<file path="config.mk">
export PLATFORM = sky130hd
export DESIGN_NAME = halfspace_set_membership
export DESIGN_NICKNAME = d
export VERILOG_FILES = /design/src/hdl/hsm_pkg.sv /design/src/hdl/hsm_ram.sv /design/src/hdl/hsm_dot.sv /design/src/hdl/halfspace_set_membership.sv
export SDC_FILE = /design/constraint.sdc
export NUM_CORES = 2
export LEC_CHECK = 0
export BUFFER_PORTS_ARGS = -buffer_cell sky130_fd_sc_hd__buf_2
export CORE_AREA = 5 5 426 428
export CTS_BUF_LIST = sky130_fd_sc_hd__clkbuf_2 sky130_fd_sc_hd__clkbuf_4 sky130_fd_sc_hd__clkbuf_8
export CTS_CLUSTER_DIAMETER = 150
export DETAILED_ROUTE_END_ITERATION = 16
export DIE_AREA = 0 0 431 433
export PLACE_DENSITY_LB_ADDON = 0.15
export RECOVER_POWER = 25
export SYNTH_ARGS = -nofsm -noshare
export SYNTH_HDL_FRONTEND = slang
export SYNTH_SLANG_ARGS = --single-unit
</file>
<file path="constraint.sdc">
create_clock -name clk -period 10 [get_ports clk]
set_input_delay 0.5 -clock clk [delete_from_list [all_inputs] [get_ports clk]]
set_output_delay 0.5 -clock clk [all_outputs]
set_load 0.01 [all_outputs]
</file>
<file path="src/hdl/hsm_pkg.sv">
package hsm_pkg;

  localparam int VAL_W   = 16;  // width of value and point fields
  localparam int BOUND_W = 40;  // stored bound width
  localparam int REL_W   = 2;
  localparam int PTS     = 4;   // point lanes carried by an item

  typedef enum logic [1:0] {
    KIND_LOAD_COEFF = 2'd0,
    KIND_LOAD_BOUND = 2'd1,
    KIND_TEST       = 2'd2,
    KIND_PROJECT    = 2'd3
  } kind_t;

  localparam logic [REL_W-1:0] REL_LT = 2'd0;
  localparam logic [REL_W-1:0] REL_LE = 2'd1;
  localparam logic [REL_W-1:0] REL_GE = 2'd2;
  localparam logic [REL_W-1:0] REL_GT = 2'd3;

  localparam logic [1:0] CFG_COMBINE_MODE  = 2'd0;
  localparam logic [1:0] CFG_PLANES_IN_USE = 2'd1;

  localparam logic MODE_AND = 1'b0;

  typedef enum logic [2:0] {
    ST_CLEAR,
    ST_IDLE,
    ST_LOAD,
    ST_RUN,
    ST_FINISH
  } state_t;

endpackage

</file>
<file path="src/hdl/hsm_ram.sv">
module hsm_ram #(
  parameter int WIDTH = 8,
  parameter int DEPTH = 8
) (
  input  logic                                  clk,
  input  logic                                  we,
  input  logic [(DEPTH > 1 ? $clog2(DEPTH) : 1)-1:0] waddr,
  input  logic [WIDTH-1:0]                      wdata,
  input  logic [(DEPTH > 1 ? $clog2(DEPTH) : 1)-1:0] raddr,
  output logic [WIDTH-1:0]                      rdata
);

  logic [WIDTH-1:0] mem [DEPTH];

  always_ff @(posedge clk) begin
    if (we) begin
      mem[waddr] <= wdata;
    end
    rdata <= mem[raddr];
  end

endmodule

</file>
<file path="src/hdl/hsm_dot.sv">
module hsm_dot
  import hsm_pkg::*;
#(
  parameter int VARS       = 4,
  parameter int COEFF_BITS = 16,
  parameter int SUM_W      = 35
) (
  input  logic                                clk,
  input  logic                                rst_n,
  input  logic                                in_valid,
  input  logic [VARS-1:0][COEFF_BITS-1:0]     coeffs,
  input  logic [VARS-1:0][VAL_W-1:0]          xs,
  output logic                                sum_valid,
  output logic signed [SUM_W-1:0]             sum,
  output logic                                busy
);

  localparam int PROD_W = COEFF_BITS + VAL_W;

  logic signed [PROD_W-1:0] prod_r [VARS];
  logic signed [PROD_W-1:0] prod_nxt [VARS];
  logic                     prod_v_r;
  logic signed [SUM_W-1:0]  sum_r;
  logic signed [SUM_W-1:0]  sum_nxt;
  logic                     sum_v_r;

  // one product per lane
  always_comb begin
    for (int v = 0; v < VARS; v++) begin
      prod_nxt[v] = $signed(coeffs[v]) * $signed(xs[v]);
    end
  end

  always_comb begin
    sum_nxt = '0;
    for (int v = 0; v < VARS; v++) begin
      sum_nxt = sum_nxt + SUM_W'(prod_r[v]);
    end
  end

  always_ff @(posedge clk) begin
    if (!rst_n) begin
      prod_v_r <= 1'b0;
      sum_v_r  <= 1'b0;
    end else begin
      prod_v_r <= in_valid;
      sum_v_r  <= prod_v_r;
    end
    for (int v = 0; v < VARS; v++) begin
      prod_r[v] <= prod_nxt[v];
    end
    sum_r <= sum_nxt;
  end

  assign sum_valid = sum_v_r;
  assign sum       = sum_r;
  assign busy      = prod_v_r | sum_v_r;

endmodule

</file>
<file path="src/hdl/halfspace_set_membership.sv">
// Constraint table with point test and variable projection. Each item is
// taken in one transfer and answered by exactly one result transfer. A load
// passes a load state that writes the table and a finish state that registers
// the result. A test or a projection runs one plane per cycle, for each plane
// in use (capped at PLANES), through a shared lane multiplier, adder and
// subtractor pipeline fed by the plane memories. With no plane in use, or a
// projection of a variable outside the table, nothing enters the pipeline and
// the item goes on to the finish state like a load. A result that waits for
// out_ready holds the block before it returns to in_ready. After reset a
// clearing pass zeroes coefficients and bounds and sets relations to LE while
// in_ready is low; configuration writes are taken at any time.
module halfspace_set_membership
  import hsm_pkg::*;
#(
  parameter int PLANES     = 8,
  parameter int VARS       = 4,
  parameter int COEFF_BITS = 16
) (
  input  logic        clk,
  input  logic        rst_n,
  // input channel
  input  logic        in_valid,
  output logic        in_ready,
  input  logic [1:0]  in_kind,
  input  logic [2:0]  in_plane_index,
  input  logic [1:0]  in_var_index,
  input  logic signed [15:0] in_value,
  input  logic [1:0]  in_relation,
  input  logic signed [15:0] in_point_x0,
  input  logic signed [15:0] in_point_x1,
  input  logic signed [15:0] in_point_x2,
  input  logic signed [15:0] in_point_x3,
  // result channel
  output logic        out_valid,
  input  logic        out_ready,
  output logic        out_inside_res,
  output logic        out_answer_valid,
  // configuration
  input  logic        cfg_valid,
  output logic        cfg_ready,
  input  logic [1:0]  cfg_index,
  input  logic [3:0]  cfg_data
);

  localparam int AW     = (PLANES > 1) ? $clog2(PLANES) : 1;
  localparam int CW     = $clog2(PLANES + 1);
  localparam int SUM_W  = COEFF_BITS + VAL_W + $clog2(VARS) + 1;
  localparam int CMP_W  = ((SUM_W > BOUND_W) ? SUM_W : BOUND_W) + 1;
  localparam int BR_W   = BOUND_W + REL_W;
  localparam logic signed [32:0] COEFF_MAX = 33'((longint'(1) << (COEFF_BITS - 1)) - 1);
  localparam logic signed [32:0] COEFF_MIN = -COEFF_MAX - 33'sd1;

  // configuration registers
  logic       cfg_mode_r;
  logic [3:0] cfg_planes_r;

  // latched item
  kind_t                   kind_r;
  logic [2:0]              plane_r;
  logic [1:0]              var_r;
  logic signed [VAL_W-1:0] value_r;
  logic [REL_W-1:0]        rel_r;
  logic [PTS-1:0][VAL_W-1:0] pt_r;

  // sequencer
  state_t          state_r, state_nxt;
  logic [CW-1:0]   cnt_r, cnt_nxt;
  logic [CW-1:0]   n_r, n_nxt;
  logic            acc_r, acc_nxt;
  logic            issue;
  logic            in_xfer;
  logic            plane_ok;
  logic [CW-1:0]   n_cap;
  logic [6:0]      pidx_ext;

  // output register
  logic out_valid_r, out_valid_nxt;
  logic out_inside_r, out_inside_nxt;
  logic out_answer_r, out_answer_nxt;

  // memories
  logic [VARS-1:0]                 coeff_we;
  logic [AW-1:0]                   coeff_waddr;
  logic [COEFF_BITS-1:0]           coeff_wdata;
  logic [VARS-1:0][COEFF_BITS-1:0] coeff_rd;
  logic                            bnd_we;
  logic [AW-1:0]                   bnd_waddr;
  logic [BR_W-1:0]                 bnd_wdata;
  logic [BR_W-1:0]                 bnd_rd;
  logic [AW-1:0]                   raddr;

  // pipeline
  logic                        s1_v_r;
  logic [AW-1:0]               s1_plane_r;
  logic signed [BOUND_W-1:0]   s2_bound_r, s3_bound_r;
  logic [REL_W-1:0]            s2_rel_r, s3_rel_r, s4_rel_r;
  logic [AW-1:0]               s2_plane_r, s3_plane_r, s4_plane_r;
  logic                        s4_v_r;
  logic signed [CMP_W-1:0]     s4_diff_r;
  logic signed [CMP_W-1:0]     diff_nxt;
  logic [VARS-1:0][VAL_W-1:0]  lanes;
  logic                        dot_v;
  logic signed [SUM_W-1:0]     dot_sum;
  logic                        dot_busy;
  logic                        pipe_busy;
  logic                        verdict;
  logic signed [BOUND_W-1:0]   bound_sat;
  logic signed [32:0]          coeff_ext;
  logic [COEFF_BITS-1:0]       coeff_sat;
  logic signed [BOUND_W-1:0]   bound_load;

  // configuration port never stalls
  assign cfg_ready = 1'b1;

  always_ff @(posedge clk) begin
    if (!rst_n) begin
      cfg_mode_r   <= MODE_AND;
      cfg_planes_r <= '0;
    end else if (cfg_valid && cfg_ready) begin
      case (cfg_index)
        CFG_COMBINE_MODE:  cfg_mode_r   <= cfg_data[0];
        CFG_PLANES_IN_USE: cfg_planes_r <= cfg_data;
        default: ;
      endcase
    end
  end

  // item acceptance
  assign in_ready = (state_r == ST_IDLE);
  assign in_xfer  = in_valid & in_ready;

  always_ff @(posedge clk) begin
    if (in_xfer) begin
      kind_r  <= kind_t'(in_kind);
      plane_r <= in_plane_index;
      var_r   <= in_var_index;
      value_r <= in_value;
      rel_r   <= in_relation;
      pt_r    <= {in_point_x3, in_point_x2, in_point_x1, in_point_x0};
    end
  end

  // planes in use, capped at the table size
  assign n_cap = (32'(cfg_planes_r) > PLANES) ? CW'(PLANES) : CW'(cfg_planes_r);

  // check on the plane index field
  assign plane_ok = (32'(plane_r) < PLANES);
  assign pidx_ext = {4'b0, plane_r};

  // load data: coefficient saturated to its width, bound sign-extended
  assign coeff_ext  = 33'(value_r);
  assign coeff_sat  = (coeff_ext > COEFF_MAX) ? COEFF_MAX[COEFF_BITS-1:0] :
                      (coeff_ext < COEFF_MIN) ? COEFF_MIN[COEFF_BITS-1:0] :
                      coeff_ext[COEFF_BITS-1:0];
  assign bound_load = BOUND_W'(value_r);

  assign pipe_busy = s1_v_r | dot_busy | s4_v_r;

  // sequencer
  always_comb begin
    state_nxt = state_r;
    cnt_nxt   = cnt_r;
    n_nxt     = n_r;
    acc_nxt   = acc_r;
    issue     = 1'b0;
    out_valid_nxt  = out_valid_r & ~out_ready;
    out_inside_nxt = out_inside_r;
    out_answer_nxt = out_answer_r;
    case (state_r)
      ST_CLEAR: begin
        cnt_nxt = cnt_r + 1'b1;
        if (cnt_r == CW'(PLANES - 1)) begin
          cnt_nxt   = '0;
          state_nxt = ST_IDLE;
        end
      end
      ST_IDLE: begin
        if (in_xfer) begin
          cnt_nxt = '0;
          acc_nxt = (cfg_mode_r == MODE_AND);
          // a projection of a variable outside the table touches no plane
          if (kind_t'(in_kind) == KIND_PROJECT && !(32'(in_var_index) < VARS)) begin
            n_nxt = '0;
          end else begin
            n_nxt = n_cap;
          end
          if (kind_t'(in_kind) == KIND_TEST || kind_t'(in_kind) == KIND_PROJECT) begin
            state_nxt = ST_RUN;
          end else begin
            state_nxt = ST_LOAD;
          end
        end
      end
      ST_LOAD: begin
        state_nxt = ST_FINISH;
      end
      ST_RUN: begin
        if (cnt_r != n_r) begin
          issue   = 1'b1;
          cnt_nxt = cnt_r + 1'b1;
        end else if (!pipe_busy) begin
          state_nxt = ST_FINISH;
        end
        // fold in each plane verdict as it leaves the pipeline
        if (s4_v_r) begin
          acc_nxt = (cfg_mode_r == MODE_AND) ? (acc_r & verdict) : (acc_r | verdict);
        end
      end
      ST_FINISH: begin
        if (!out_valid_r || out_ready) begin
          out_valid_nxt  = 1'b1;
          out_inside_nxt = (kind_r == KIND_TEST) ? acc_r : 1'b0;
          out_answer_nxt = (kind_r == KIND_TEST);
          state_nxt      = ST_IDLE;
        end
      end
      default: state_nxt = ST_IDLE;
    endcase
  end

  always_ff @(posedge clk) begin
    if (!rst_n) begin
      state_r     <= ST_CLEAR;
      cnt_r       <= '0;
      out_valid_r <= 1'b0;
    end else begin
      state_r     <= state_nxt;
      cnt_r       <= cnt_nxt;
      out_valid_r <= out_valid_nxt;
    end
    n_r          <= n_nxt;
    acc_r        <= acc_nxt;
    out_inside_r <= out_inside_nxt;
    out_answer_r <= out_answer_nxt;
  end

  assign out_valid        = out_valid_r;
  assign out_inside_res   = out_inside_r;
  assign out_answer_valid = out_answer_r;

  // memory write port: clearing pass, loads, projection write-back
  always_comb begin
    coeff_we    = '0;
    coeff_waddr = pidx_ext[AW-1:0];
    coeff_wdata = coeff_sat;
    bnd_we      = 1'b0;
    bnd_waddr   = pidx_ext[AW-1:0];
    bnd_wdata   = {rel_r, bound_load};
    case (state_r)
      ST_CLEAR: begin
        coeff_we    = '1;
        coeff_waddr = cnt_r[AW-1:0];
        coeff_wdata = '0;
        bnd_we      = 1'b1;
        bnd_waddr   = cnt_r[AW-1:0];
        bnd_wdata   = {REL_LE, BOUND_W'(0)};
      end
      ST_LOAD: begin
        for (int v = 0; v < VARS; v++) begin
          coeff_we[v] = (kind_r == KIND_LOAD_COEFF) && plane_ok && (32'(var_r) == v);
        end
        bnd_we = (kind_r == KIND_LOAD_BOUND) && plane_ok;
      end
      ST_RUN: begin
        // projection: new bound written and the projected coefficient cleared together
        if (s4_v_r && kind_r == KIND_PROJECT) begin
          for (int v = 0; v < VARS; v++) begin
            coeff_we[v] = (32'(var_r) == v);
          end
          coeff_waddr = s4_plane_r;
          coeff_wdata = '0;
          bnd_we      = 1'b1;
          bnd_waddr   = s4_plane_r;
          bnd_wdata   = {s4_rel_r, bound_sat};
        end
      end
      default: ;
    endcase
  end

  assign raddr = cnt_r[AW-1:0];

  for (genvar g = 0; g < VARS; g++) begin : g_coeff
    hsm_ram #(
      .WIDTH(COEFF_BITS),
      .DEPTH(PLANES)
    ) u_coeff_ram (
      .clk  (clk),
      .we   (coeff_we[g]),
      .waddr(coeff_waddr),
      .wdata(coeff_wdata),
      .raddr(raddr),
      .rdata(coeff_rd[g])
    );
  end

  // bound and relation share one row
  hsm_ram #(
    .WIDTH(BR_W),
    .DEPTH(PLANES)
  ) u_bound_ram (
    .clk  (clk),
    .we   (bnd_we),
    .waddr(bnd_waddr),
    .wdata(bnd_wdata),
    .raddr(raddr),
    .rdata(bnd_rd)
  );

  // lane operands: the point for a test, the value on one lane for a projection
  always_comb begin
    for (int v = 0; v < VARS; v++) begin
      if (kind_r == KIND_TEST) begin
        lanes[v] = (v < PTS) ? pt_r[2'(v)] : '0;
      end else begin
        lanes[v] = (32'(var_r) == v) ? value_r : '0;
      end
    end
  end

  hsm_dot #(
    .VARS      (VARS),
    .COEFF_BITS(COEFF_BITS),
    .SUM_W     (SUM_W)
  ) u_dot (
    .clk      (clk),
    .rst_n    (rst_n),
    .in_valid (s1_v_r),
    .coeffs   (coeff_rd),
    .xs       (lanes),
    .sum_valid(dot_v),
    .sum      (dot_sum),
    .busy     (dot_busy)
  );

  // bound minus dot product serves both the compare and the projection
  assign diff_nxt = CMP_W'(s3_bound_r) - CMP_W'(dot_sum);

  always_ff @(posedge clk) begin
    if (!rst_n) begin
      s1_v_r <= 1'b0;
      s4_v_r <= 1'b0;
    end else begin
      s1_v_r <= issue;
      s4_v_r <= dot_v;
    end
    s1_plane_r <= raddr;
    s2_plane_r <= s1_plane_r;
    s2_bound_r <= bnd_rd[BOUND_W-1:0];
    s2_rel_r   <= bnd_rd[BR_W-1:BOUND_W];
    s3_plane_r <= s2_plane_r;
    s3_bound_r <= s2_bound_r;
    s3_rel_r   <= s2_rel_r;
    s4_plane_r <= s3_plane_r;
    s4_rel_r   <= s3_rel_r;
    s4_diff_r  <= diff_nxt;
  end

  // plane verdict from the sign of bound minus sum
  always_comb begin
    case (s4_rel_r)
      REL_LT:  verdict = (s4_diff_r > 0);
      REL_LE:  verdict = (s4_diff_r >= 0);
      REL_GE:  verdict = (s4_diff_r <= 0);
      REL_GT:  verdict = (s4_diff_r < 0);
      default: verdict = 1'b0;
    endcase
  end

  // saturate the projected bound to the stored width
  always_comb begin
    if ((&s4_diff_r[CMP_W-1:BOUND_W-1]) || !(|s4_diff_r[CMP_W-1:BOUND_W-1])) begin
      bound_sat = s4_diff_r[BOUND_W-1:0];
    end else if (s4_diff_r[CMP_W-1]) begin
      bound_sat = {1'b1, {(BOUND_W-1){1'b0}}};
    end else begin
      bound_sat = {1'b0, {(BOUND_W-1){1'b1}}};
    end
  end

endmodule
</file>
-- After elaboration in Yosys (flattened, before gate mapping)
Memories as Yosys holds them, arrays and structs flattened. A register that Yosys moved wholly into a read port is not among the register bits.
Index checks and enable logic that the tools add are counted.
- register bits: 255
- memory bits (writable): 976
- output and inout port bits: 5
- logic and storage cells: 165
- memories: 6
- $add $sub $neg: 5
- $mul: 4
- $lt $le $gt $ge: 7
- equality and inequality tests: 25
- multiplexer cells: 51
- bitwise logic cells: 9
- reductions and logical operators: 27
- memories (name ; words ; width ; read ports ; clocked after memory_dff ; wr ports ; line ; source):
    u_bound_ram.mem ; 8 ; 42 ; 1 ; 1 ; 1 ; hsm_ram.sv:13 ; logic [WIDTH-1:0] mem [DEPTH];
    g_coeff[0].u_coeff_ram.mem ; 8 ; 16 ; 1 ; 1 ; 1 ; hsm_ram.sv:13 ;
    g_coeff[1].u_coeff_ram.mem ; 8 ; 16 ; 1 ; 1 ; 1 ; hsm_ram.sv:13 ;
    g_coeff[2].u_coeff_ram.mem ; 8 ; 16 ; 1 ; 1 ; 1 ; hsm_ram.sv:13 ;
    g_coeff[3].u_coeff_ram.mem ; 8 ; 16 ; 1 ; 1 ; 1 ; hsm_ram.sv:13 ;
    u_dot.prod_r ; 4 ; 32 ; 4 ; 0 ; 4 ; hsm_dot.sv:20 ; logic signed [PROD_W-1:0] prod_r [VARS];
- operators with widths (kind ; count):
    2-to-1 mux 16 bit ; 11
    multiplier 16 x 16 -> 32 bit ; 4
    one-hot mux 42 bit (2 select lines) ; 1
    2-to-1 mux 40 bit ; 2
    2-to-1 mux 42 bit ; 1
    >= comparator 41 x 1 -> 1 bit (second input constant) ; 1
    greater-than comparator 41 x 1 -> 1 bit (second input constant) ; 1
    less-or-equal comparator 41 x 1 -> 1 bit (second input constant) ; 1
    less-than comparator 41 x 1 -> 1 bit (second input constant) ; 1
    subtractor 40 x 35 -> 41 bit ; 1
    adder 35 x 32 -> 35 bit ; 1
    adder 33 x 32 -> 34 bit ; 1
    adder 32 x 32 -> 33 bit ; 1
    one-hot mux 16 bit (2 select lines) ; 1
    one-hot mux 4 bit (3 select lines) ; 2
    2-to-1 mux 1 bit ; 18
    2-to-1 mux 3 bit ; 6
    == test 2 bit (second input constant) ; 8
    greater-than comparator 16 bit (second input constant) ; 1
    less-than comparator 16 bit (second input constant) ; 1
    2-to-1 mux 4 bit ; 4
    one-hot mux 3 bit (5 select lines) ; 1
    != test 2 bit (second input constant) ; 6
    AND reduction 2 bit ; 6
    26 further kinds ; 47

-- Logic depth before layout (Yosys ltp)
- word-level depth: 6
- gate-level depth with buffers: 29
- mapped depth without buffers: 27

-- Hierarchy
A second synthesis with hierarchy kept.
- cells, all modules: 7060
- area total of the unflattened synthesis: 89387.0 µm²
- modules (own cells, without submodules) (module ; times used ; cells an instance ; area each (µm²) ; seq. area each (µm²)):
    hsm_dot ; 1 ; 4747 ; 45290.9 ; 3303.2
    hsm_ram (g_coeff[0].u_coeff_ram ...) ; 4 ; 214 ; 5293.8 ; 4164.0
    hsm_ram (u_bound_ram) ; 1 ; 540 ; 13503.0 ; 10930.5
    halfspace_set_membership ; 1 ; 917 ; 9417.8 ; 5004.8

-- Worst setup path after synthesis
No wires, ideal clock.
- kind: register to register
- from: register kind_r[1]
- to: memory u_dot.prod_r[0][24] (netlist name)
- setup time: 0.127 ns
- arrival time: 7.440 ns
- required time: 9.873 ns
- slack: 2.433 ns
- cell stages (with the launch flop): 30
- path buffers: 4
- clock period less this slack: 7.567 ns
- cell sequence: edfxtp_1 > nor2b_1 > clkbuf_1 > nor3_1 > clkbuf_1 > a22o_1 > clkbuf_1 > nand2_1 > fa_1 > inv_1 > fa_1 > inv_1 > fa_1 > inv_1 > fa_1 > fa_1 > inv_1 > fa_1 > inv_1 > ha_1 > buf_6 > a21o_1 > a2111oi_2 > o21ai_1 > a31oi_1 > o21ai_1 > a21o_1 > a21o_1 > and4_4 > or3_1
- RTL lines (what ; line ; source):
    start, declared ; halfspace_set_membership.sv:58 ; kind_t kind_r;
    start signal, assigned ; halfspace_set_membership.sv:134 ; kind_r <= kind_t'(in_kind);
    end, declared ; hsm_dot.sv:20 ;

==> reports/metrics.yaml <==
grt:
  gr-usage-all-layers: 0.243
  first_global_vias: 58586
  grt_pass1_wl_um: 345000
  global_route.overflow_total: 0
  antenna_violations_before_repair: 12
  grt_start_max_net_pins: 61
critical_path:
  critPathMaxFanout: 16
  timing.critical_path.cells: "buf_4 -> nor3_2 -> a22o_1 -> nand2_1 -> inv_1 -> fa_1 -> fa_1 -> fa_1 -> fa_1 -> fa_1 -> inv_1 -> fa_1 -> inv_1 -> ha_1 -> and3_1 -> a221oi_1 -> o31ai_1 -> nor4_1 -> a31oi_1 -> nor3_1 -> o21bai_1 -> a21oi_1 -> xnor2_1"
  crit_path_start: "var_r[1]$_DFFE_PP_"
  worstSetupStartpointType: "register"
  reg2reg_from: "var_r[1]$_DFFE_PP_"
  worst_ep_required_time_ns: 10.85
  critical_path.top_delay_family: "adder cells"
  end_kind: "register"
  crit_buf_inv: 4
  crit_top_cell: "fa_1"
  timing.setup.critical_path_class: "register to register"
  max_stage_delay_ns: 0.93
  timing.critical_path.slowest_stage_cell: "fa_1"
  data_arrival_time_of_the_critical_path_ns: 9.20
route:
  detail-route-antenna-nets: 0
  drt-wirelength-per-cell_um: 22.0
  drc: 0
  avgViaCountPerCell: 5.50
  drt_first_iter_violations: 4155
  num_vias: 55173
  drt_wirelength_um: 221000
  drt_pre_antenna_iters: 5
floorplan:
  floorplan.io_pins: 105
  floorplan.initialDensity: 0.505
  floorplan.die_area_um2: 187000
  core_um2: 177000
  die_width_um: 431
  die_height_um: 433
  placement_rows: 155
outcome:
  run_status: "complete, but fails checks"
  failing_checks: "capacitance limit, slew limit"
logic_synthesis:
  yosys_most_used_dff: "edfxtp_1"
  number_of_synthesized_flops_with_an_enable_pin: 912
  synth-async-reset-ratio: 0
  synth-seq-area-share: 0.400
  syn-num-nets: 8909
  netlist_instances: 7289
  syn_area_per_cell_um2: 12.3
  postSynthRegisterBits: 1337
  yosysUniqueCellTypes: 84
  syn_area_um2: 89700
  ys.warnings.count: 0
placed_design:
  hpwl_dp_um: 159000
  gp_routability_congestion: 0.895
  io_buffers: 71
  placement.cell_area_um2: 93000
  post-place-ws_ns: 1.67
sta:
  fmax_ghz: 0.120
  timing.final.hold_violations: 0
  final-max-slew-violation-count: 475
  unrepaired_setup_endpoints_after_global_routing: "no"
  layout_min_cycle_time_ns: 8.36
  setup_tns_ns: 0
  worstMarginPinSlew_ns: 3.20
  layout_worst_path_cycle_share: 0.836
  setup_viol_count_final: 0
  setup_slack_ns: 1.64
  relSlewSlack: -1.14
  fin_skew_ns: 0.0537
cells_and_area:
  fillers: 14976
  drive_gt1_frac: 0.119
  finalNetCount: 9113
  final_area_um2: 98300
  area.growth.synth_to_final_pct: 9.67
clocking:
  clkLatencyLatePin_ns: 0.97
  cts.sink_count: 1337
  clk_pin_slew_ns: 0.06
  cts.root.buffer_cell: "clkbuf_8"
  postCtsHoldBufs: 69
  htreeDepth: 4
  postCtsResizedCells: 0
  cts_buffer_depth: 3
  cts_tree: "built"
  numCtsBuffers: 206
  cts_setup_buffers: 0
run:
  max_cap_violations: 13
min_path:
  worstHoldPathType: "primary input to register"
  holdCritStartpoint: "cfg_index[1]"
-- cell families after synthesis --
family,synth area share
xor+xnor,0.0226
simple gates,0.0883
compound gates,0.0530
other cells,0.0000418
fa+ha+maj,0.303
buf+inv,0.0651
mux,0.0677
flops,0.400
-- synthesized netlist by cell type, types with 49 or more instances --
master | count | area (um^2)
edfxtp_1 | 912 | 27400
a21o_1 | 106 | 796
a21oi_1 | 217 | 1090
xor2_1 | 64 | 561
nand2_1 | 588 | 2210
nor2b_1 | 125 | 782
nand3_1 | 49 | 245
and3_1 | 197 | 1230
mux4_2 | 212 | 4770
inv_1 | 1275 | 4790
ha_1 | 437 | 5470
xnor2_1 | 167 | 1460
nor2_1 | 201 | 754
dfxtp_1 | 425 | 8510
and2_1 | 256 | 1600
clkbuf_1 | 247 | 927
mux2_2 | 108 | 1220
o21ai_0 | 122 | 611
fa_1 | 1083 | 21700
-- flip-flops by register name, indices dropped and copies added, names as in the netlist, 4 cells and up --
signal and flops:
g_coeff.u_coeff_ram.mem 512, u_bound_ram.mem 336, u_bound_ram.rdata 42, u_dot.sum 35
g_coeff.u_coeff_ram.rdata 64, value_r 16, s4_diff_r 41, pt_r 32
n_r 4, cnt_r 4, u_dot.prod_r 128, s3_bound_r 40
s2_bound_r 40, cfg_planes_r 4
-- layer usage --
metal	GRT usage	wire length, um	vias up
li1	-	-	24524
met1	0.347	97400	28747
met2	0.384	102000	1565
met3	0.0420	13700	333
met4	0.0772	7670	4
met5	0	27	-
-- cell type report --
type	count	area (um^2)	share of cell area
tap	2355	2950	0.0300
clock buffer	314	3780	0.0385
inverter	1275	4790	0.0487
sequential	1337	35900	0.365
clock inverter	78	928	0.00944
timing repair buffer	272	1950	0.0199
antenna	8	20.0	0.000204
multi-input combinational	4401	48000	0.488
-- final timing paths --
check,slack (ns),end,cells past startpoint
setup / recovery,1.64,u_dot.prod_r[0][31]$_DFF_P_,23
hold / removal,0.13,cfg_planes_r[0]$_SDFFE_PN0P_,4
setup reg to reg,1.64,u_dot.prod_r[0][31]$_DFF_P_,23
hold reg to reg,0.29,s3_bound_r[0]$_DFF_P_,0
-- worst reg2reg max path, stage by stage, from the launching register on --
cell	delay, ns
edfxtp_1	0.55
buf_4	0.30
nor3_2	0.65
a22o_1	0.72
nand2_1	0.21
inv_1	0.17
fa_1	0.57
fa_1	0.93
fa_1	0.53
fa_1	0.50
fa_1	0.49
inv_1	0.05
fa_1	0.47
inv_1	0.04
ha_1	0.31
and3_1	0.23
a221oi_1	0.32
o31ai_1	0.13
nor4_1	0.19
a31oi_1	0.18
nor3_1	0.24
o21bai_1	0.12
a21oi_1	0.22
xnor2_1	0.15
-- cell usage in the layout (no fill, tap or decap), drive strengths merged, types with 64 or more instances in the layout --
cell / instances
edfxtp: 912
and2: 259
inv: 1282
nor2b: 125
mux4: 212
mux2: 108
a21oi: 217
xor2: 64
nor2: 201
nand2: 588
xnor2: 167
dlygate4sd3: 69
dfxtp: 425
o21ai: 134
buf: 168
ha: 437
a21o: 106
fa: 1083
and3: 197
clkbuf: 349
-- stage by stage --
| step | utilization | std cells | hold WS [ns] |
|---|---|---|---|
| after floorplan | - | 7289 | 0.310 |
| after detailed placement | 0.524 | 9571 | 0.312 |
| final | 0.554 | 10040 | 0.130 |
| after global routing | 0.554 | 10034 | 0.147 |
| after global placement | 0.524 | 9571 | 0.310 |
| after CTS | 0.555 | 10032 | 0.0154 |
Power is left out: the tool's default activity adds up to more than one toggle a clock period on the data nets, which glitch-free logic cannot reach.
